[src/rtl/core/assert_macros.svh]
// Assertion helpers shared by the steering core.
`ifndef ASSERT_MACROS_SVH
`define ASSERT_MACROS_SVH
// Implication checked at every clock edge outside reset.
`define ASSERT_IMPL(label, clk, rst, ante, cons, msg) \
   label: assert property (@(posedge clk) disable iff (rst) (ante) |-> (cons)) \
      else $error(msg);
// Next-cycle implication checked outside reset.
`define ASSERT_NEXT(label, clk, rst, ante, cons, msg) \
   label: assert property (@(posedge clk) disable iff (rst) (ante) |=> (cons)) \
      else $error(msg);
`endif

[src/rtl/core/wfs_pkg.sv]
`timescale 1ns / 1ps
// ----------------------------------------------------------------------------
// Steering package
// Types, constants and the arctangent table of the steering core.
// ----------------------------------------------------------------------------
package wfs_pkg;

   localparam int CordicStagesDefault = 16;
   localparam int MaxStages = 24;
   // CORDIC datapath width: Q16 mm values with growth headroom.
   localparam int CordicWidth = 36;
   // Angle accumulator width, Q24 radians.
   localparam int AngleWidth = 27;
   localparam int DistWidth = 16;

   localparam logic [15:0] Cos45Q16 = 16'd46341;
   localparam logic [15:0] InvGainQ16 = 16'd39796;
   localparam logic signed [16:0] GoalRadius = 17'sd1000;
   localparam logic [16:0] OutwardMargin = 17'd600;
   localparam logic signed [11:0] QuarterTurn = 12'sd1571;

   localparam int CsrIndexWidth = 3;
   localparam int CsrDataWidth = 16;

   typedef enum logic [CsrIndexWidth-1:0] {
      CSR_WALL_GAP        = 3'd0,
      CSR_CORNER_LIMIT    = 3'd1,
      CSR_FORWARD_SPEED   = 3'd2,
      CSR_MAX_TURN_RATE   = 3'd3,
      CSR_FOLLOW_LEFT     = 3'd4,
      CSR_GAIN_DISTANCE   = 3'd5,
      CSR_GAIN_ANGLE      = 3'd6
   } csr_index_type;

   typedef enum logic [1:0] {
      ACT_FOLLOW  = 2'd0,
      ACT_INWARD  = 2'd1,
      ACT_OUTWARD = 2'd2,
      ACT_STOP    = 2'd3
   } action_type;

   typedef struct packed {
      logic [15:0] wall_gap;
      logic [15:0] corner_limit;
      logic [10:0] forward_speed;
      logic [11:0] max_turn_rate;
      logic        follow_left;
      logic [11:0] gain_distance;
      logic [11:0] gain_angle;
   } csr_type;

   // Decision and side data carried alongside the CORDIC cells.
   typedef struct packed {
      action_type         action;
      logic signed [11:0] turn_angle;
      logic [10:0]        linear_speed;
   } tag_type;

   function automatic logic signed [AngleWidth-1:0] atan_q24(input int idx);
      logic signed [AngleWidth-1:0] r;
      case (idx)
         0: r = 27'sd13176795;  1: r = 27'sd7778716;  2: r = 27'sd4110060;
         3: r = 27'sd2086331;   4: r = 27'sd1047214;  5: r = 27'sd524117;
         6: r = 27'sd262123;    7: r = 27'sd131069;   8: r = 27'sd65536;
         9: r = 27'sd32768;    10: r = 27'sd16384;   11: r = 27'sd8192;
         12: r = 27'sd4096;    13: r = 27'sd2048;    14: r = 27'sd1024;
         15: r = 27'sd512;     16: r = 27'sd256;     17: r = 27'sd128;
         18: r = 27'sd64;      19: r = 27'sd32;      20: r = 27'sd16;
         21: r = 27'sd8;       22: r = 27'sd4;       23: r = 27'sd2;
         default: r = '0;
      endcase
      return r;
   endfunction

endpackage

[src/rtl/core/wfs_stream_if.sv]
`timescale 1ns / 1ps
// ----------------------------------------------------------------------------
// Stream channel
// Valid/ready channel carrying one payload item.
// ----------------------------------------------------------------------------
interface wfs_stream_if #(
   parameter type payload_type = logic
);
   logic        valid;
   logic        ready;
   payload_type payload;

   modport source (output valid, output payload, input ready);
   modport sink (input valid, input payload, output ready);
endinterface

[src/rtl/core/wall_follow_steering.sv]
`timescale 1ns / 1ps
// ----------------------------------------------------------------------------
// Wall-following steering controller
// Decides stop, corner turn, outward turn or proportional steering for each scan item.
// ----------------------------------------------------------------------------
// The block takes one scan item per clock and returns one command item per
// scan item, in order. An item flows through a fixed pipeline of
// 2*CORDIC_STAGES + 6 register stages: two input stages that form the Q16
// vectors, a chain of vectoring CORDIC cells that find the wall angle, a
// chain of rotation cells that project the lateral range onto the wall
// normal, then rounding, gain multiply, sum and saturation stages. The whole
// pipeline advances whenever its output register is empty or being taken,
// so the sustained rate is one item per cycle. The goal, corner and lost-wall
// decisions are made at entry and ride along the chain beside the CORDIC data.
// Configuration registers are written through the csr_ port and must only
// change while idle.
`include "assert_macros.svh"

module wall_follow_steering #(
   parameter int CORDIC_STAGES = wfs_pkg::CordicStagesDefault
) (
   input  logic                                  clock,
   input  logic                                  reset,
   input  logic                                  csr_write_enable,
   input  logic [wfs_pkg::CsrIndexWidth-1:0]     csr_index,
   input  logic [wfs_pkg::CsrDataWidth-1:0]      csr_write_data,
   wfs_stream_if.sink                            req_stream,
   wfs_stream_if.source                          rsp_stream
);
   localparam int Cw = wfs_pkg::CordicWidth;
   localparam int Aw = wfs_pkg::AngleWidth;
   // Stages: 2 entry, 2*N cells, 4 back end (round, multiply, sum, saturate).
   localparam int Depth = 2 * CORDIC_STAGES + 6;

   typedef struct packed {
      logic [15:0]        front_range;
      logic [15:0]        diagonal_distance;
      logic [15:0]        lateral_distance;
      logic signed [15:0] position_x;
      logic signed [15:0] position_y;
   } req_payload_type;

   // Configuration registers.
   wfs_pkg::csr_type csr_ff, csr_in;

   always_comb begin
      csr_in = csr_ff;
      if (csr_write_enable) begin
         case (wfs_pkg::csr_index_type'(csr_index))
            wfs_pkg::CSR_WALL_GAP:      csr_in.wall_gap = csr_write_data;
            wfs_pkg::CSR_CORNER_LIMIT:  csr_in.corner_limit = csr_write_data;
            wfs_pkg::CSR_FORWARD_SPEED: csr_in.forward_speed = csr_write_data[10:0];
            wfs_pkg::CSR_MAX_TURN_RATE: csr_in.max_turn_rate = csr_write_data[11:0];
            wfs_pkg::CSR_FOLLOW_LEFT:   csr_in.follow_left = csr_write_data[0];
            wfs_pkg::CSR_GAIN_DISTANCE: csr_in.gain_distance = csr_write_data[11:0];
            wfs_pkg::CSR_GAIN_ANGLE:    csr_in.gain_angle = csr_write_data[11:0];
            default: ;
         endcase
      end
   end

   always_ff @(posedge clock) begin
      if (reset) begin
         csr_ff <= '{wall_gap: 16'd500, corner_limit: 16'd350,
                     forward_speed: 11'd300, max_turn_rate: 12'd500,
                     follow_left: 1'b0, gain_distance: 12'd256,
                     gain_angle: 12'd384};
      end else begin
         csr_ff <= csr_in;
      end
   end

   // Pipeline flow control: the entire chain stalls only when the output
   // holds an item that the sink does not take. No item is taken in reset.
   logic [Depth-1:0] valid_ff;
   logic             advance;
   assign advance = !valid_ff[Depth-1] || rsp_stream.ready;
   assign req_stream.ready = advance && !reset;

   always_ff @(posedge clock) begin
      if (reset) begin
         valid_ff <= '0;
      end else if (advance) begin
         valid_ff <= {valid_ff[Depth-2:0], req_stream.valid};
      end
   end

   // Entry stage 0: decisions and operand capture.
   req_payload_type       rq;
   wfs_pkg::tag_type      tag_in;
   logic                  goal, corner, lost;
   logic signed [11:0]    side_turn;
   assign rq = req_stream.payload;

   always_comb begin
      goal = (17'(rq.position_x) >= -wfs_pkg::GoalRadius)
          && (17'(rq.position_x) <= wfs_pkg::GoalRadius)
          && (17'(rq.position_y) >= -wfs_pkg::GoalRadius)
          && (17'(rq.position_y) <= wfs_pkg::GoalRadius);
      corner = rq.front_range < csr_ff.corner_limit;
      lost = {1'b0, rq.lateral_distance}
           > ({1'b0, csr_ff.wall_gap} + wfs_pkg::OutwardMargin);
      side_turn = csr_ff.follow_left ? -wfs_pkg::QuarterTurn : wfs_pkg::QuarterTurn;
      tag_in = '0;
      if (goal) begin
         tag_in.action = wfs_pkg::ACT_STOP;
      end else if (corner) begin
         tag_in.action = wfs_pkg::ACT_INWARD;
         tag_in.turn_angle = -side_turn;
      end else if (lost) begin
         tag_in.action = wfs_pkg::ACT_OUTWARD;
         tag_in.turn_angle = side_turn;
      end else begin
         tag_in.action = wfs_pkg::ACT_FOLLOW;
         tag_in.linear_speed = csr_ff.forward_speed;
      end
   end

   // Tag rides along every stage up to the output register; the lateral
   // range rides along until the rotation chain starts.
   wfs_pkg::tag_type tag_ff [Depth-1];
   logic [15:0]      lat_ff [CORDIC_STAGES+2];

   always_ff @(posedge clock) begin
      if (advance) begin
         tag_ff[0] <= tag_in;
         lat_ff[0] <= rq.lateral_distance;
         for (int i = 1; i < Depth-1; i++) tag_ff[i] <= tag_ff[i-1];
         for (int i = 1; i < CORDIC_STAGES+2; i++) lat_ff[i] <= lat_ff[i-1];
      end
   end

   // Stage 0 products, stage 1 vector.
   logic [31:0] diag_prod_ff;
   logic        zero0_ff;
   logic signed [Cw-1:0] x0_ff, y0_ff;
   logic        zero1_ff;

   always_ff @(posedge clock) begin
      if (advance) begin
         diag_prod_ff <= rq.diagonal_distance * wfs_pkg::Cos45Q16;
         zero0_ff <= (rq.diagonal_distance == '0) && (rq.lateral_distance == '0);
         x0_ff <= Cw'(signed'({1'b0, diag_prod_ff}));
         y0_ff <= Cw'(signed'({1'b0, diag_prod_ff}))
                - Cw'(signed'({1'b0, lat_ff[0], 16'd0}));
         zero1_ff <= zero0_ff;
      end
   end

   // Vectoring chain.
   logic signed [Cw-1:0] vx [CORDIC_STAGES+1];
   logic signed [Cw-1:0] vy [CORDIC_STAGES+1];
   logic signed [Aw-1:0] vz [CORDIC_STAGES+1];
   logic                 vzero [CORDIC_STAGES+1];
   assign vx[0] = x0_ff;
   assign vy[0] = y0_ff;
   assign vz[0] = '0;
   assign vzero[0] = zero1_ff;

   for (genvar g = 0; g < CORDIC_STAGES; g++) begin : g_vec
      wfs_vec_cell #(.Shift(g)) u_cell (
         .clock(clock), .enable(advance),
         .x_in(vx[g]), .y_in(vy[g]), .z_in(vz[g]), .zero_in(vzero[g]),
         .x_out(vx[g+1]), .y_out(vy[g+1]), .z_out(vz[g+1]),
         .zero_out(vzero[g+1]));
   end

   // Alpha is zero for a degenerate vector.
   logic signed [Aw-1:0] alpha;
   assign alpha = vzero[CORDIC_STAGES] ? '0 : vz[CORDIC_STAGES];

   // Rotation chain, started at (lat * inverse gain, 0). The multiply
   // sits in front of the first cell as combinational entry logic.
   logic signed [Cw-1:0] rx [CORDIC_STAGES+1];
   logic signed [Cw-1:0] ry [CORDIC_STAGES+1];
   logic signed [Aw-1:0] rz [CORDIC_STAGES+1];
   logic [31:0]          lat_gain;
   assign lat_gain = lat_ff[CORDIC_STAGES+1] * wfs_pkg::InvGainQ16;
   assign rx[0] = Cw'(signed'({1'b0, lat_gain}));
   assign ry[0] = '0;
   assign rz[0] = alpha;

   // Alpha is carried along the rotation chain for the angle term.
   logic signed [Aw-1:0] alpha_ff [CORDIC_STAGES];
   always_ff @(posedge clock) begin
      if (advance) begin
         alpha_ff[0] <= alpha;
         for (int i = 1; i < CORDIC_STAGES; i++) alpha_ff[i] <= alpha_ff[i-1];
      end
   end

   for (genvar g = 0; g < CORDIC_STAGES; g++) begin : g_rot
      wfs_rot_cell #(.Shift(g)) u_cell (
         .clock(clock), .enable(advance),
         .x_in(rx[g]), .y_in(ry[g]), .z_in(rz[g]),
         .x_out(rx[g+1]), .y_out(ry[g+1]), .z_out(rz[g+1]));
   end

   // Back end stage A: rounding to mm and mrad.
   logic signed [Cw-1:0]  side_sum;
   logic signed [Aw+10:0] alpha_scaled;
   logic signed [19:0]    side_mm_ff;
   logic signed [12:0]    alpha_mrad_ff;
   assign side_sum = rx[CORDIC_STAGES] + Cw'(32768);
   assign alpha_scaled = (Aw+11)'(alpha_ff[CORDIC_STAGES-1]) * (Aw+11)'(1000)
                       + (Aw+11)'(1 << 23);

   always_ff @(posedge clock) begin
      if (advance) begin
         side_mm_ff <= 20'(side_sum >>> 16);
         alpha_mrad_ff <= 13'(alpha_scaled >>> 24);
      end
   end

   // Stage B: gain products.
   logic signed [20:0] err_d;
   logic signed [33:0] prod_d_ff, prod_a_ff;
   assign err_d = 21'(side_mm_ff) - 21'(signed'({1'b0, csr_ff.wall_gap}));

   always_ff @(posedge clock) begin
      if (advance) begin
         prod_d_ff <= 34'(err_d) * 34'(signed'({1'b0, csr_ff.gain_distance}));
         prod_a_ff <= 34'(alpha_mrad_ff) * 34'(signed'({1'b0, csr_ff.gain_angle}));
      end
   end

   // Stage C: sum and round.
   logic signed [34:0] sum_rnd;
   logic signed [26:0] rate_raw_ff;
   assign sum_rnd = 35'(prod_d_ff) + 35'(prod_a_ff) + 35'sd128;

   always_ff @(posedge clock) begin
      if (advance) begin
         rate_raw_ff <= 27'(sum_rnd >>> 8);
      end
   end

   // Stage D: saturate and form the result.
   logic signed [26:0] lim;
   logic signed [12:0] rate_sat;
   wfs_pkg::tag_type   tag_out;
   assign lim = 27'(signed'({1'b0, csr_ff.max_turn_rate}));
   assign tag_out = tag_ff[Depth-2];

   always_comb begin
      if (rate_raw_ff > lim) rate_sat = 13'(lim);
      else if (rate_raw_ff < -lim) rate_sat = 13'(-lim);
      else rate_sat = 13'(rate_raw_ff);
      if (tag_out.action != wfs_pkg::ACT_FOLLOW) rate_sat = '0;
   end

   logic [1:0]         action_ff;
   logic [10:0]        speed_ff;
   logic signed [12:0] rate_ff;
   logic signed [11:0] turn_ff;

   always_ff @(posedge clock) begin
      if (advance) begin
         action_ff <= tag_out.action;
         speed_ff  <= tag_out.linear_speed;
         rate_ff   <= rate_sat;
         turn_ff   <= tag_out.turn_angle;
      end
   end

   assign rsp_stream.valid = valid_ff[Depth-1];
   assign rsp_stream.payload = {action_ff, speed_ff, rate_ff, turn_ff};

   `ASSERT_IMPL(a_follow_speed, clock, reset,
      rsp_stream.valid && action_ff != wfs_pkg::ACT_FOLLOW,
      speed_ff == '0 && rate_ff == '0, "non-follow item carries speed or rate")
   `ASSERT_IMPL(a_turn_only, clock, reset,
      rsp_stream.valid && (action_ff == wfs_pkg::ACT_FOLLOW || action_ff == wfs_pkg::ACT_STOP),
      turn_ff == '0, "turn angle outside a turn")
   `ASSERT_NEXT(a_stall_hold, clock, reset,
      rsp_stream.valid && !rsp_stream.ready,
      rsp_stream.valid && $stable(rsp_stream.payload),
      "output item changed while stalled")
endmodule

[src/rtl/core/wfs_vec_cell.sv]
`timescale 1ns / 1ps
// ----------------------------------------------------------------------------
// Vectoring cell
// One CORDIC vectoring micro-rotation with its pipeline register.
// ----------------------------------------------------------------------------
module wfs_vec_cell #(
   parameter int Shift = 0
) (
   input  logic                                    clock,
   input  logic                                    enable,
   input  logic signed [wfs_pkg::CordicWidth-1:0]  x_in,
   input  logic signed [wfs_pkg::CordicWidth-1:0]  y_in,
   input  logic signed [wfs_pkg::AngleWidth-1:0]   z_in,
   input  logic                                    zero_in,
   output logic signed [wfs_pkg::CordicWidth-1:0]  x_out,
   output logic signed [wfs_pkg::CordicWidth-1:0]  y_out,
   output logic signed [wfs_pkg::AngleWidth-1:0]   z_out,
   output logic                                    zero_out
);
   logic signed [wfs_pkg::CordicWidth-1:0] x_ff, y_ff, x_in_nx, y_in_nx;
   logic signed [wfs_pkg::AngleWidth-1:0]  z_ff, z_in_nx;
   logic                                   zero_ff;

   always_comb begin
      if (y_in >= 0) begin
         x_in_nx = x_in + (y_in >>> Shift);
         y_in_nx = y_in - (x_in >>> Shift);
         z_in_nx = z_in + wfs_pkg::atan_q24(Shift);
      end else begin
         x_in_nx = x_in - (y_in >>> Shift);
         y_in_nx = y_in + (x_in >>> Shift);
         z_in_nx = z_in - wfs_pkg::atan_q24(Shift);
      end
   end

   always_ff @(posedge clock) begin
      if (enable) begin
         x_ff    <= x_in_nx;
         y_ff    <= y_in_nx;
         z_ff    <= z_in_nx;
         zero_ff <= zero_in;
      end
   end

   assign x_out = x_ff;
   assign y_out = y_ff;
   assign z_out = z_ff;
   assign zero_out = zero_ff;
endmodule

[src/rtl/core/wfs_rot_cell.sv]
`timescale 1ns / 1ps
// ----------------------------------------------------------------------------
// Rotation cell
// One CORDIC rotation micro-step with its pipeline register.
// ----------------------------------------------------------------------------
module wfs_rot_cell #(
   parameter int Shift = 0
) (
   input  logic                                    clock,
   input  logic                                    enable,
   input  logic signed [wfs_pkg::CordicWidth-1:0]  x_in,
   input  logic signed [wfs_pkg::CordicWidth-1:0]  y_in,
   input  logic signed [wfs_pkg::AngleWidth-1:0]   z_in,
   output logic signed [wfs_pkg::CordicWidth-1:0]  x_out,
   output logic signed [wfs_pkg::CordicWidth-1:0]  y_out,
   output logic signed [wfs_pkg::AngleWidth-1:0]   z_out
);
   logic signed [wfs_pkg::CordicWidth-1:0] x_ff, y_ff, x_in_nx, y_in_nx;
   logic signed [wfs_pkg::AngleWidth-1:0]  z_ff, z_in_nx;

   always_comb begin
      if (z_in >= 0) begin
         x_in_nx = x_in - (y_in >>> Shift);
         y_in_nx = y_in + (x_in >>> Shift);
         z_in_nx = z_in - wfs_pkg::atan_q24(Shift);
      end else begin
         x_in_nx = x_in + (y_in >>> Shift);
         y_in_nx = y_in - (x_in >>> Shift);
         z_in_nx = z_in + wfs_pkg::atan_q24(Shift);
      end
   end

   always_ff @(posedge clock) begin
      if (enable) begin
         x_ff <= x_in_nx;
         y_ff <= y_in_nx;
         z_ff <= z_in_nx;
      end
   end

   assign x_out = x_ff;
   assign y_out = y_ff;
   assign z_out = z_ff;
endmodule
[src/flat_wrapper.sv]
// flat-port wrapper written by rule: the top's interface ports become plain ports
module wall_follow_steering_flat 
#(
   parameter int CORDIC_STAGES = wfs_pkg::CordicStagesDefault
)
  (clock, reset, csr_write_enable, csr_index, csr_write_data, req_stream_valid, req_stream_payload, req_stream_ready, rsp_stream_valid, rsp_stream_payload, rsp_stream_ready);
  wfs_stream_if req_stream_i ();
  wfs_stream_if rsp_stream_i ();
  input  logic clock;
  input  logic reset;
  input  logic csr_write_enable;
  input  logic [wfs_pkg::CsrIndexWidth-1:0] csr_index;
  input  logic [wfs_pkg::CsrDataWidth-1:0] csr_write_data;
  input wire logic [$bits(req_stream_i.valid)-1:0] req_stream_valid;
  input wire logic [$bits(req_stream_i.payload)-1:0] req_stream_payload;
  output wire logic [$bits(req_stream_i.ready)-1:0] req_stream_ready;
  output wire logic [$bits(rsp_stream_i.valid)-1:0] rsp_stream_valid;
  output wire logic [$bits(rsp_stream_i.payload)-1:0] rsp_stream_payload;
  input wire logic [$bits(rsp_stream_i.ready)-1:0] rsp_stream_ready;
  assign req_stream_i.valid = req_stream_valid;
  assign req_stream_i.payload = req_stream_payload;
  assign req_stream_ready = req_stream_i.ready;
  assign rsp_stream_valid = rsp_stream_i.valid;
  assign rsp_stream_payload = rsp_stream_i.payload;
  assign rsp_stream_i.ready = rsp_stream_ready;
  wall_follow_steering #(.CORDIC_STAGES(CORDIC_STAGES)) u_core (.clock(clock), .reset(reset), .csr_write_enable(csr_write_enable), .csr_index(csr_index), .csr_write_data(csr_write_data), .req_stream(req_stream_i), .rsp_stream(rsp_stream_i));
endmodule
[config.mk]
export PLATFORM = sky130hd
export DESIGN_NAME = wall_follow_steering_flat
export DESIGN_NICKNAME = d
export VERILOG_FILES = /design/src/rtl/core/wfs_pkg.sv /design/src/rtl/core/wfs_stream_if.sv /design/src/rtl/core/wall_follow_steering.sv /design/src/rtl/core/wfs_vec_cell.sv /design/src/rtl/core/wfs_rot_cell.sv /design/src/flat_wrapper.sv
export VERILOG_INCLUDE_DIRS = /design/src /design/src/rtl/core
export SDC_FILE = /design/constraint.sdc
export NUM_CORES = 1
export LEC_CHECK = 0
export ABC_AREA = 1
export BUFFER_PORTS_ARGS = -buffer_cell sky130_fd_sc_hd__buf_4
export CAP_MARGIN = 15
export CELL_PAD_IN_SITES_DETAIL_PLACEMENT = 0
export CELL_PAD_IN_SITES_GLOBAL_PLACEMENT = 1
export CORE_MARGIN = 5
export CORE_UTILIZATION = 38
export DETAILED_ROUTE_END_ITERATION = 12
export PLACE_DENSITY = 0.83
export REMOVE_ABC_BUFFERS = 1
export SYNTH_ARGS = -nofsm -noshare
export SYNTH_HDL_FRONTEND = slang
export SYNTH_SLANG_ARGS = --single-unit
[constraint.sdc]
create_clock -name clock -period 1.2 [get_ports clock]
set_input_delay 0.12 -clock clock [delete_from_list [all_inputs] [get_ports clock]]
set_output_delay 0.12 -clock clock [all_outputs]
set_load 0.005 [all_outputs]
# Word-level counts from Yosys, hierarchy flattened
# Memory sizes are Yosys's and may differ from the RTL's. A register that Yosys moved wholly into a read port is not among the register bits.
# Index checks and enable logic that the tools add are counted.
[classes]
addsub = 2
n_mul = 0
n_div = 0
n_lt_le_gt_ge = 4
eq_ne = 3
shift = 0
mux = 10
bitwise = 0
reduce_logical = 10
[ops]
columns = ["cell", "count"]
rows = [
  ["12-bit 2-to-1 mux", 2],
  ["23-bit 2-to-1 mux", 1],
  ["11-bit 2-to-1 mux", 2],
  ["16-bit by 10-bit adder with 17-bit output, second input constant", 1],
  ["1-bit by 17-bit > comparator with 1-bit output, first input constant", 1],
  ["1-bit by 16-bit < comparator with 1-bit output, first input constant", 1],
  ["14-bit 2-to-1 mux", 1],
  ["12-bit negator", 1],
  ["2-bit by 11-bit >= comparator with 1-bit output, second input constant", 1],
  ["1-bit by 10-bit less-or-equal comparator with 1-bit output, second input constant", 1],
  ["2-bit AND reduction", 4],
  ["2-bit 2-to-1 mux", 2],
  ["3-bit by 1-bit equality test with 1-bit output, second input constant", 1],
  ["3-bit by 2-bit equality test with 1-bit output, second input constant", 1],
  ["3-bit equality test, second input constant", 1],
  ["3-bit logical NOT", 1],
  ["1-bit logical AND", 2],
  ["1-bit logical NOT", 2],
  ["1-bit 2-to-1 mux", 2],
  ["1-bit logical OR", 1],
]
[totals]
ff_bits = 82
latchBits = 0
mem_bits_rw = 925
rom_bits = 0
inputBits = 25
n_memories = 1
[mem_list]
columns = ["memory", "words", "word_bits", "rd", "rd_clocked_by_memory_dff", "write_ports", "line", "source"]
rows = [
  ["u_core.tag_ff", 37, 25, 37, 1, 37, "wall_follow_steering.sv:121", "wfs_pkg::tag_type tag_ff [Depth-1];"],
]

# Depth between registers and ports, before layout
# Gate-level depths: netlist of the first run.
[depth]
depth_word = 5
mapped_depth = 6
ltp_nobuf = 4

# Least setup slack after synthesis of the first run
# OpenSTA, ideal clock, no wires.
[synth_timing]
path_kind = "register -> register"
start = "reg u_core.valid_ff[37]"
end = "reg u_core.valid_ff[10]"
arrival_time_ns = 0.871
required_time_ns = 1.087
setup_slack_ns = 0.216
path_stages_with_launch = 6
synth_period_minus_slack_ns = 0.984
cell_sequence = "dfxtp_1 > buf_2 > buf_2 > nand3_1 > nand2_1 > nor2_1"
[synth_between]
elab_chain_len = 2
[synth_rtl]
columns = ["element", "line", "source"]
rows = [
  ["from (decl)", "wall_follow_steering.sv:75", "logic [Depth-1:0] valid_ff;"],
  ["from (signal assigned)", "wall_follow_steering.sv:84", "valid_ff <= {valid_ff[Depth-2:0], req_stream.valid};"],
  ["1-bit logical NOT", "wall_follow_steering.sv:77", "assign advance = !valid_ff[Depth-1] || rsp_stream.ready;"],
  ["1-bit logical OR", "wall_follow_steering.sv:77", ""],
]
# Every way passes these cells.
# A chain may end at the register's enable or synchronous reset.

# Worst setup path after layout of the first run
[layout_timing]
start = "reg u_core.valid_ff[37]"
end = "out rsp_stream_valid"
[layout_lines]
columns = ["element", "line", "source"]
rows = [
  ["to (decl)", "flat_wrapper.sv:17", "output wire logic [$bits(rsp_stream_i.valid)-1:0] rsp_stream_valid;"],
]
# No word-level cell between the ends.

==> flow_results.org, run 1 <==
** Drt
- The first routing iteration left 83 violations.
- First-pass iteration count of the detailed router :: 4
- Post-detailed-route wirelength per cell :: 9.76 um
- After detailed routing, the total wire length is 2960 um.
- Via count normalized by instance count :: 4.36
- Final antenna-violating net count :: 0
- After detailed routing, the number of remaining DRC violations is 0.
- The final route contains 1320 vias.

** Setup path
- The critical path starts at u_core.valid_ff[37].
- Capture instance of the worst register-to-register path :: u_core.valid_ff[13]
- Type of the worst setup path :: flop to primary output
- For the worst flop-to-flop path, the logic depth is 6.
- Largest stage delay on the critical path :: 360 ps
- STA classifies the critical path endpoint as a primary output.
- Data arrival time at the worst-slack endpoint :: 1010 ps
- On the critical path, the stage with the largest delay is an instance of dfxtp_2.
- CP most frequent cell :: buf_4
- The worst setup path is launched from a flop.
- In this run the critical register-to-register path is launched from u_core.valid_ff[37].
- Of all nets on the critical path, the largest fanout is 16.
- The setup check on the worst reg-to-reg path leaves a slack of 130 ps.
- Endpoint required time on the critical path :: 1080 ps
- Ordered cell list for the critical path :: buf_4 -> buf_4

** Finish
- In the layout the commonest cells are 77 x nor2_1, 37 x inv_1, 37 x nand3_1, 37 x nand2_1, 37 x dfxtp_1.
- Leading cell type in the layout, fill and taps excluded :: nor2_1
- After filler insertion, the fill cell instance count of the layout stands at 435.
- In the final design database the tool counted 277 nets.
- Top flop regs :: u_core.valid_ff (38)
- Area occupied by multi-input gates :: 628 um2
- u_core.valid_ff holds more flip-flops than any other register.
- From synthesis to final layout, the design area changed by 11.8%.
- Ratio of cells with drive above 1 in the final layout :: 0.103
- Sequential cell area :: 762 um2
- 0 antenna diodes ended up in the layout.
- Number of flip-flops under the largest register name :: 38

** Timing
- Across the routed clock network, the largest skew measured is 4.87 ps.
- Highest attainable clock frequency :: 0.889 GHz
- Setup violations remaining at the end of the flow were counted as 0.
- Period Utilization, post-route :: 0.938
- Endpoints failing hold :: 0
- Total count of max-transition violations in the final report :: 0
- Final hold analysis gives a worst-case slack of 13.4 ps.
- After layout, the minimum clock period comes to 1130 ps.
- RSZ-0062 raised after global routing :: no

** Synthesis
- Yosys printed 0 warnings.
- Sequential-to-total area share from yosys stat :: 0.469
- Of all cell types, the one taking the most synthesized area is dfxtp_1.
- After synthesis the cells add up to 1620 um2.
- Number of unique standard cell types used by synthesis :: 11
- A synthesized cell averages 6.59 um2.
- Biggest area contributors in the synthesized netlist :: dfxtp_1 47%, nor2_1 18%, nand3_1 11%
- In this run, synthesis produced a sequential element count of 38.
- Top cell type's share of synthesized area :: 0.469
- Number of cells produced by synthesis :: 246

** Floorplan
- The die is 75.3 um wide.
- Count of boundary I/O pins :: 28
- The initial utilization of the core area, before any placement, comes to 0.399.
- Row count :: 23
- The die covers 5670 um2.
- The floorplan step set the die height to 75.3 um.
- In this run the standard cell core region covers 4060 um2.

** Clocking
- After clock tree synthesis, the clock-pin slew on the worst setup and hold paths is 70 ps.
- In this run the number of H-tree levels came out at 2.
- The clock drives 38 sinks.
- For the worst-skew pair, the clock arrives at the later sink with an insertion delay of 290 ps.
- Clock buffers created by TritonCTS :: 5
- In this run the clock root is driven by a clkbuf_8.
- TritonCTS built the clock tree.
- Maximum clock insertion buffer count :: 2
- Hold buffer count at CTS :: 0

** Power
- The worst-case IR drop observed on VDD is 0.625 mV.
- Leakage power :: 0.000700 uW
- Power spread over the standard cell area amounts to 1250 nW/um2.
- Post-layout power :: 2260 uW

** Status
- Run status :: finished, final reports clean

** Placement
- Summed over all nets, the half-perimeter wirelength after detailed placement is 1780 um.
- The congestion estimate from routability-driven global placement came to 0.653.
- Count of input and output buffers :: 5

** GRT
- Via count of the first global-routing pass :: 1217
- Entering global routing, the biggest net connects 38 pins.
- Global-route wire length before repair :: 5330 um
- Antenna violations before repair :: 0
- Gr ovfl total :: 0
- In the global route stage, overall resource usage came out at 0.123.

** Flow run
- Max cap viols :: 0

** Hold path
- In this run the most critical hold path is launched from reset.
- Hold-critical path endpoint :: u_core.valid_ff[37]
- The tightest min-delay check is of the input pin to flop type.
- Hold path cells :: 2
## how the worst max path moves through the flow
| stage | slack [ps] | to |
|---|---|---|
| 4_1_cts | 6 | req_stream_ready |
| 6_report | 70 | rsp_stream_valid |
| 3_3_place_gp | 170 | req_stream_ready |
| 5_1_grt | 4 | u_core.valid_ff[7] |
| 3_5_place_dp | 180 | req_stream_ready |
| 2_1_floorplan | -870 | u_core.valid_ff[0] |
## critical path: cells and delay by family (launching register included)
family                 cells  cell delay [ps]
buffers and inverters      2              360
flip-flops                 1              360
## cells by family (layout without fill, tap and decap cells)
kind of cell | Yosys count | count (layout) | share of synthesized area
buffers and inverters | 55 | 62 | 0.146
other | 1 | 1 | 0.00231
flip-flops | 38 | 38 | 0.469
AND/OR/NAND/NOR | 152 | 152 | 0.382
## synth_stat cells, drive strengths merged
library cell	number
inv	40
nand3	37
buf	15
nor2	78
dfxtp	38
nand2	37
conb	1
## layer usage
metal / vias to the layer above / global-route usage / wire, um
li1: 733 / - / -
met1: 565 / 0.156 / 1450
met2: 15 / 0.195 / 1320
met3: 7 / 0.0356 / 130
met4: 0 / 0.0583 / 59
met5: - / 0 / 0
## layout make-up
class | count | share of cell area
repair buffers | 14 | 0.0649
inverters | 40 | 0.0829
well taps | 50 | 0.0345
clock inverters | 1 | 0.00276
multi-input cells | 153 | 0.347
clock buffers | 7 | 0.0477
flip-flops and latches | 38 | 0.421
## report_power, final
part           leakage (uW)  internal [uW]  total [uW]  switching, uW
combinational      0.000344           40.1         105           64.9
sequential         0.000307           1270        1270           2.74
clock             0.0000482            463         890            427
## what timing repair did
action	in CTS	in global routing
pin swaps	1	1
setup buffers	2	0
gates resized for setup	4	0
endpoints found under the setup margin	1	1
## through the flow
step	cell area (um2)	worst slack, ps	TNS, ps	instances	util
after floorplan	1530	-875	-34090	231	-
after global placement	1710	173	0	294	0.421
after detailed placement	1710	182	0	294	0.421
after CTS	1820	6.18	0	304	0.449
after global routing	1810	3.81	0	303	0.447
final	1810	74.7	0	303	0.447
Power figures use the tool's default switching activity.
==> inputs of run 2 (changes only) <==
--- a/config.mk
+++ b/config.mk
@@ -12,9 +12,10 @@
 export CELL_PAD_IN_SITES_DETAIL_PLACEMENT = 0
 export CELL_PAD_IN_SITES_GLOBAL_PLACEMENT = 1
 export CORE_MARGIN = 5
-export CORE_UTILIZATION = 38
+export CORE_UTILIZATION = 34
 export DETAILED_ROUTE_END_ITERATION = 12
-export PLACE_DENSITY = 0.83
+export MAX_ROUTING_LAYER = met4
+export PLACE_DENSITY = 0.79
 export REMOVE_ABC_BUFFERS = 1
 export SYNTH_ARGS = -nofsm -noshare
 export SYNTH_HDL_FRONTEND = slang
==> constraint.sdc (replaced) <==
create_clock -name clock -period 0.9 [get_ports clock]
set_input_delay 0.09 -clock clock [delete_from_list [all_inputs] [get_ports clock]]
set_output_delay 0.09 -clock clock [all_outputs]
set_load 0.005 [all_outputs]
==> run 2 against run 1 <==
Net effect:
- the run now ends with negative setup slack left
- clock-buffer cell count shrank 2
- register-to-register slack lost 360 ps
- die area increased by 10%
- core utilization is 1.4 points higher
- non-clock buffer count is 13 higher
- worst hold slack better by 8.8 ps
- first-iteration DRC count shrank 31%
- critical path type unchanged
- critical endpoint is now req_stream_ready
- largest power group unchanged
==> flow_results.org, run 2 (synthesis results as in run 1) <==
** Timing
- Worst-case clock skew :: 9.35 ps
- Worst setup slack after layout :: -275 ps
- Highest attainable clock frequency :: 0.851 GHz
- Count of endpoints failing setup in the final report :: 40
- Period Utilization, post-route :: 1.31
- Setup repair after global routing could not meet its margin everywhere.
- Worst-case hold slack :: 22.2 ps
- The final-report max-slew violation count was 0.
- Counting I/O delays and the setup requirement, the final critical path takes 1180 ps.
- The final-report hold violation count was 0.

** Setup path
- The worst setup path is launched from a flop.
- In this run the register-to-register setup slack is -230 ps.
- End point of the critical path :: req_stream_ready
- The startpoint identified for the worst register-to-register timing path is u_core.valid_ff[37].
- Data arrives at the worst endpoint at 1090 ps.
- Endpoint required time on the critical path :: 810 ps
- Along the worst path, the maximum fanout reaches 3.
- For the worst flop-to-flop path, the logic depth is 6.
- The worst register-to-register path ends at u_core.valid_ff[1].
- The most critical setup path has its startpoint at u_core.valid_ff[37].
- The worst setup path is captured at a primary output.
- Type of the worst setup path :: flop to primary output

** Finish
- Layout overhead on the synthesized area :: 32.4%
- The library cells used most frequently in the layout, excluding fill and tap cells, are 60 x nor2_1, 37 x inv_1, 37 x nand3_1, 37 x nand2_1, 37 x dfxtp_1.
- Leaving out fill and tap cells, the most frequent cell in the layout is nor2_1.
- After the last flow step, the layout net total stands at 290.
- The largest registers in the layout are u_core.valid_ff (38).
- Antenna Cells :: 0
- After filler insertion, the fill cell instance count of the layout stands at 461.
- Final instance area :: 2140 um2
- The register with the most flip-flops in the layout has 38 of them.
- Ratio of cells with drive above 1 in the final layout :: 0.211
- The register with the most flip-flops in the final layout is u_core.valid_ff.

** Drt
- Via count :: 1395
- Initial DRC Count :: 57
- Dividing the detail-routed via count by the number of cells gives 4.36.
- Post-detailed-route wirelength per cell :: 11.2 um
- After detailed routing, the total wire length is 3590 um.
- In this run the remaining antenna-violating nets after routing total 0.
- For this run, design rule violations remaining after detail routing come to 0.
- Before antenna repair, the detailed router went through 4 iterations.

** Placement
- Placed Area :: 1730 um2
- Routability-driven placement finished with a final weighted congestion of 0.706.
- Detailed-placement wirelength estimate :: 1730 um
- Count of input and output buffers :: 5

** GRT
- Pin count of the biggest net entering global routing :: 38
- The initial antenna violation count came to 0.
- Global routing finished with a remaining overflow of 0.
- Global-route wire length before repair :: 6300 um
- For this run, the total global-route usage over all layers was measured as 0.134.
- The via count of the first global-routing pass is 1346.

** Clocking
- Source-to-sink clock delay at the later pin of the worst-skew pair :: 300 ps
- Clock buffers created by TritonCTS :: 5
- The tree is rooted in a clkbuf_8.
- The clock net in this run drives a total of 38 sinks.
- Clock transition at the registers of the reported paths :: 70 ps
- Counting along the longest clock path gives a buffer depth of 2.
- TritonCTS clock tree :: done
- In this run the number of H-tree levels came out at 2.

** Power
- The completed layout was analyzed and its total power is 3280 uW.
- Proportion of total power due to net switching :: 0.219
- Worst-case vdd ir drop :: 0.898 mV
- In this run the power spent charging and discharging nets is 719 uW.
- Portion of total power attributed to the clock network :: 0.438
- For this design the ratio of total power to cell area is 1530 nW/um2.
- Design internal power :: 2560 uW
- Summed over all cells, the static leakage comes to 0.000849 uW.
- Part of the total power dissipated in sequential elements :: 0.515
- The share of total power dissipated in combinational logic is 0.047.

** Flow run
- Max cap viols :: 0

** Floorplan
- Die Span X :: 79.0 um
- Die height :: 79.0 um
- Total die area :: 6250 um2
- Row count :: 25
- Core area :: 4660 um2
- Starting density of the core :: 0.348
- Count of boundary I/O pins :: 28

** Hold path
- Type of the worst min-delay path :: input pin to flop
- The worst hold path was traced through 3 stages.

** Status
- The flow ran to the end, but the final reports show violations.
- The checks that failed: negative setup slack.
-- run 2: power groups by stage --
| stage | clock, uW | sequential (uW) | combinational (uW) |
|---|---|---|---|
| 2_1_floorplan | 0 | 1730 | 83.1 |
| 3_3_place_gp | 0 | 1730 | 149 |
| 3_5_place_dp | 0 | 1730 | 150 |
| 4_1_cts | 1470 | 1690 | 155 |
| 5_1_grt | 1570 | 1690 | 177 |
| 6_report | 1440 | 1690 | 155 |
-- run 2: critical path, cell delays in order (launching register included) --
cell and delay, ps:
dfxtp_4 360, inv_2 50, nor2_4 120, buf_6 110, nor2_1 30, buf_4 120
-- run 2: final cells by class --
class,count,area (um2),share of cell area
Inverter,40,150,0.0700
Timing Repair Buffer,27,383,0.179
Clock buffer,5,68.8,0.0321
Multi-Input combinational cell,153,671,0.313
Clock inverter,3,40.0,0.0187
Tap cell,54,67.6,0.0315
Sequential cell,38,764,0.356
-- run 2: worst min-delay path by stage --
stage | to | startpoint | slack, ps
3_3_place_gp | u_core.valid_ff[37] | reset | 290
5_1_grt | u_core.valid_ff[0] | req_stream_valid | 40
3_5_place_dp | u_core.valid_ff[37] | reset | 280
6_report | u_core.valid_ff[0] | req_stream_valid | 20
4_1_cts | u_core.valid_ff[0] | req_stream_valid | 20
2_1_floorplan | u_core.valid_ff[37] | reset | 160
-- run 2: what timing repair did --
| action | CTS | global route |
|---|---|---|
| setup buffers | 6 | 3 |
| hold endpoints to repair | 1 | 0 |
| pin swaps | 2 | 12 |
| gates cloned | 3 | 1 |
| endpoints found under the setup margin | 40 | 40 |
| hold buffers | 1 | 0 |
| resized for setup | 27 | 13 |
-- run 2: metal layers --
metal / routed length, um / global-route usage
met5: 0 / -
met4: 65 / 0.0550
met3: 129 / 0.0510
met2: 1530 / 0.189
met1: 1870 / 0.172
-- run 2: per-stage QoR --
stage                     worst slack (ps)  setup TNS (ps)  utilization  instances
final                                 -275           -6650        0.460        320
after global routing                  -324           -9040        0.460        320
after CTS                             -239           -5520        0.444        317
after detailed placement              -113           -2070        0.372        299
after global placement               -87.0           -1100        0.372        299
after floorplan                      -1170          -45850            -        231
==> inputs of run 3 (changes only) <==
--- a/config.mk
+++ b/config.mk
@@ -19,4 +19,5 @@
 export REMOVE_ABC_BUFFERS = 1
 export SYNTH_ARGS = -nofsm -noshare
 export SYNTH_HDL_FRONTEND = slang
+export SYNTH_HIERARCHICAL = 1
 export SYNTH_SLANG_ARGS = --single-unit
==> run 3 against run 2 <==
Net effect:
- the flow still finishes with violations (negative setup slack)
- core utilization decreased by 2.2 points
- first-iteration DRC count increased by 77%
- clock-buffer cell count increased by 1
- clock power decreased by 15%
- register-to-register slack improved by 100 ps
- worst hold slack got worse by 13 ps
- clock skew decreased by 2.7 ps
- combinational power increased by 5%
- routed wire length decreased by 5.1%
- critical path depth decreased by 1
- via count decreased by 0.79%
- total power decreased by 6.5%
- highest routed layer unchanged
==> flow_results.org, run 3 <==
** Finish
- The net count of the finished layout is 280.
- The register with the most flip-flops in the final layout is u_core/valid_ff.
- The layout has 478 filler cells.
- The multi-input combinational cells in the finished layout cover a total of 721 um2.
- The top cell types in the final layout, fill and taps aside, are 54 x nor2_1, 37 x inv_1, 37 x nand3_1, 37 x nand2_1, 37 x dfxtp_1.
- Layout overhead on the synthesized area :: 25.9%
- Sequential cell area :: 764 um2
- The register with the most flip-flops in the layout has 38 of them.
- Leading cell type in the layout, fill and taps excluded :: nor2_1
- Ratio of cells with drive above 1 in the final layout :: 0.203
- Antenna Cells :: 0
- In the final layout, the registers with the most flip-flops are u_core/valid_ff (38).

** Power
- Part of the power in combinational logic :: 0.053
- Part of the total power dissipated in sequential elements :: 0.550
- Portion of total power attributed to the clock network :: 0.397
- Of the total power, the share spent switching nets is 0.228.
- In this run the static leakage power is 0.000790 uW.
- Power per cell area :: 1500 nW/um2
- Cell internal power was estimated by the tool at 2370 uW.
- Switching power :: 701 uW
- IR analysis of the VDD net gives a maximum drop of 1.06 mV.

** Status
- The flow ran to the end, but the final reports show violations.
- Failing checks :: negative setup slack

** Placement
- Count of input and output buffers :: 5
- After legalization and detailed placement, the total HPWL measured 1680 um.
- Timing analysis after detailed placement gives a worst setup slack of -95.0 ps.
- Routability congestion estimate :: 0.673

** Setup path
- The worst setup path is captured at a primary output.
- Critical path peak fanout :: 3
- STA classifies the critical path startpoint as a flop.
- The critical path goes through inv_2 -> nor2_4 -> nor2_1 -> buf_4.
- Master of the slowest instance on the critical path :: dfxtp_4
- The largest single stage delay on the critical path is 370 ps.
- Data on the critical path is required at its endpoint by 810 ps.
- Data arrival time at the worst-slack endpoint :: 960 ps
- Type of the worst setup path :: flop to primary output

** Timing
- Setup repair after global routing could not meet its margin everywhere.
- Once routing completed, OpenROAD measured the worst setup slack at -150 ps.
- Total count of max-transition violations in the final report :: 0
- Subtracting the final worst setup slack from the clock period gives 1050 ps.
- In the finished design, the share of the clock period the worst path needs comes to 1.17.
- Timing would allow up to 0.953 GHz.
- The final-report hold violation count came to 0.
- Worst-case hold slack :: 9.25 ps
- Count of endpoints failing setup in the final report :: 40
- Worst-case clock skew :: 6.63 ps

** Floorplan
- The total area inside the core boundary comes to 4660 um2.
- Row count :: 25
- In this run the horizontal extent of the chip is 79.0 um.
- Count of boundary I/O pins :: 28
- For this configuration, the core starts out at a cell density of 0.348.
- Die height :: 79.0 um
- Total die area :: 6250 um2

** Synthesis
- Biggest area contributors in the synthesized netlist :: dfxtp_1 47%, nor2_1 18%, nand3_1 11%
- During synthesis, Yosys emitted a total of 6 warnings.
- Number of unique standard cell types used by synthesis :: 11
- Dividing the synthesized area by the synthesized cell count gives 6.59 um2.
- The synthesized design contains 0 enable-type register cells.
- By count the netlist is led by 77 x nor2_1, 38 x dfxtp_1, 38 x inv_1.
- Post-synthesis register bit count :: 38
- Number of cells produced by synthesis :: 246
- Most common cell in the synthesized netlist :: nor2_1
- Async set-or-reset flop fraction in the synthesized netlist :: 0
- Summing every instance area after synthesis gives 1620 um2.
- Sequential-to-total area share from yosys stat :: 0.469
- Library cell with the largest summed area after synthesis :: dfxtp_1
- Top FF cell, synth :: dfxtp_1
- Top cell type's share of synthesized area :: 0.469

** Drt
- First-pass iteration count of the detailed router :: 4
- In the routed design, unresolved DRC markers number 0.
- In the routed layout, each cell is associated on average with a via count of 4.46.
- In this run the remaining antenna-violating nets after routing total 0.
- Post-detailed-route wirelength per cell :: 11.0 um
- After detailed routing, the total wire length is 3410 um.
- For this block, the initial DRC count from the detailed router was 101.
- Via count :: 1384

** Clocking
- Maximum clock insertion buffer count :: 2
- H-tree depth :: 2
- After clock tree synthesis, the clock-pin slew on the worst setup and hold paths is 70 ps.
- In this run, CTS created clock tree buffers numbering 5.
- Source-to-sink clock delay at the later pin of the worst-skew pair :: 290 ps
- The tree is rooted in a clkbuf_8.
- TritonCTS built the clock tree.
- Clock tree synthesis found a total of 38 sinks.

** Flow run
- Max-cap violations in this run came to 0.

** GRT
- The first global-routing pass estimated 5500 um of wire.
- The via count of the first global-routing pass was 1255.
- In the global route stage, overall resource usage came out at 0.114.
- Pin count of the biggest net entering global routing :: 38
- The initial antenna violation count came to 0.
- Gr ovfl total :: 0

** Hold path
- Type of the worst min-delay path :: input pin to flop
[run 3: cell counts after synthesis]
Identical to the previous run, type by type.
[run 3: kinds of logic after synthesis]
group | after synthesis | synth area share
simple gates | 152 | 0.382
buf+inv | 55 | 0.146
flops | 38 | 0.469
other cells | 1 | 0.00231
[run 3: worst paths after layout]
| check | startpoint | endpoint | slack [ps] | cells past startpoint |
|---|---|---|---|---|
| worst min-delay path | req_stream_valid | u_core/valid_ff[0] | 9 | 3 |
| worst min register to register | u_core/valid_ff[3] | u_core/valid_ff[4] | 480 | 2 |
| worst max-delay path | u_core/valid_ff[37] | req_stream_ready | -150 | 4 |
| worst max register to register | u_core/valid_ff[37] | u_core/valid_ff[32] | -130 | 6 |
[run 3: metal layers]
layer / track usage / up-vias / wire length, um
li1: - / 740 / -
met1: 0.133 / 622 / 1660
met2: 0.180 / 17 / 1600
met3: 0.0340 / 5 / 89
met4: 0.0515 / 0 / 53
met5: - / - / 0
[run 3: final cells by class]
type                       count  share of cell area
inverter                      40              0.0736
clock buffer                   6              0.0405
tap                           54              0.0331
multi-input combinational    153               0.353
clock inverter                 2             0.00613
timing repair buffer          17               0.119
sequential                    38               0.375
[run 3: timing repair]
| action | in CTS | in global routing |
|---|---|---|
| gates cloned | 1 | 2 |
| hold endpoints to repair | 1 | 0 |
| endpoints found under the setup margin | 40 | 40 |
| pin swaps | 1 | 22 |
| hold buffers | 1 | 0 |
| setup buffers | 1 | 0 |
| gates resized for setup | 10 | 32 |
[run 3: through the flow]
stage	instances	total power, uW	utilization	setup TNS [ps]	instance area, um2
after floorplan	231	1810	-	-45850	1530
after global placement	297	1890	0.374	-3530	1740
after detailed placement	297	1890	0.374	-3020	1740
after CTS	308	3130	0.406	-5370	1890
after global routing	310	3220	0.438	-6150	2040
final	310	3070	0.438	-3820	2040
[run 3: power groups by stage]
stage | Sequential (uW) | Combinational (uW) | Clock, uW
6_report | 1690 | 162 | 1220
2_1_floorplan | 1730 | 83.1 | 0
5_1_grt | 1690 | 180 | 1350
3_5_place_dp | 1730 | 156 | 0
4_1_cts | 1690 | 161 | 1270
3_3_place_gp | 1730 | 155 | 0
[run 3: worst max-delay path: cells and delay by family, from the launching register on]
family	cells	cell delay (ps)
buffers and inverters	2	180
DFF	1	370
and+or+nand+nor	2	140
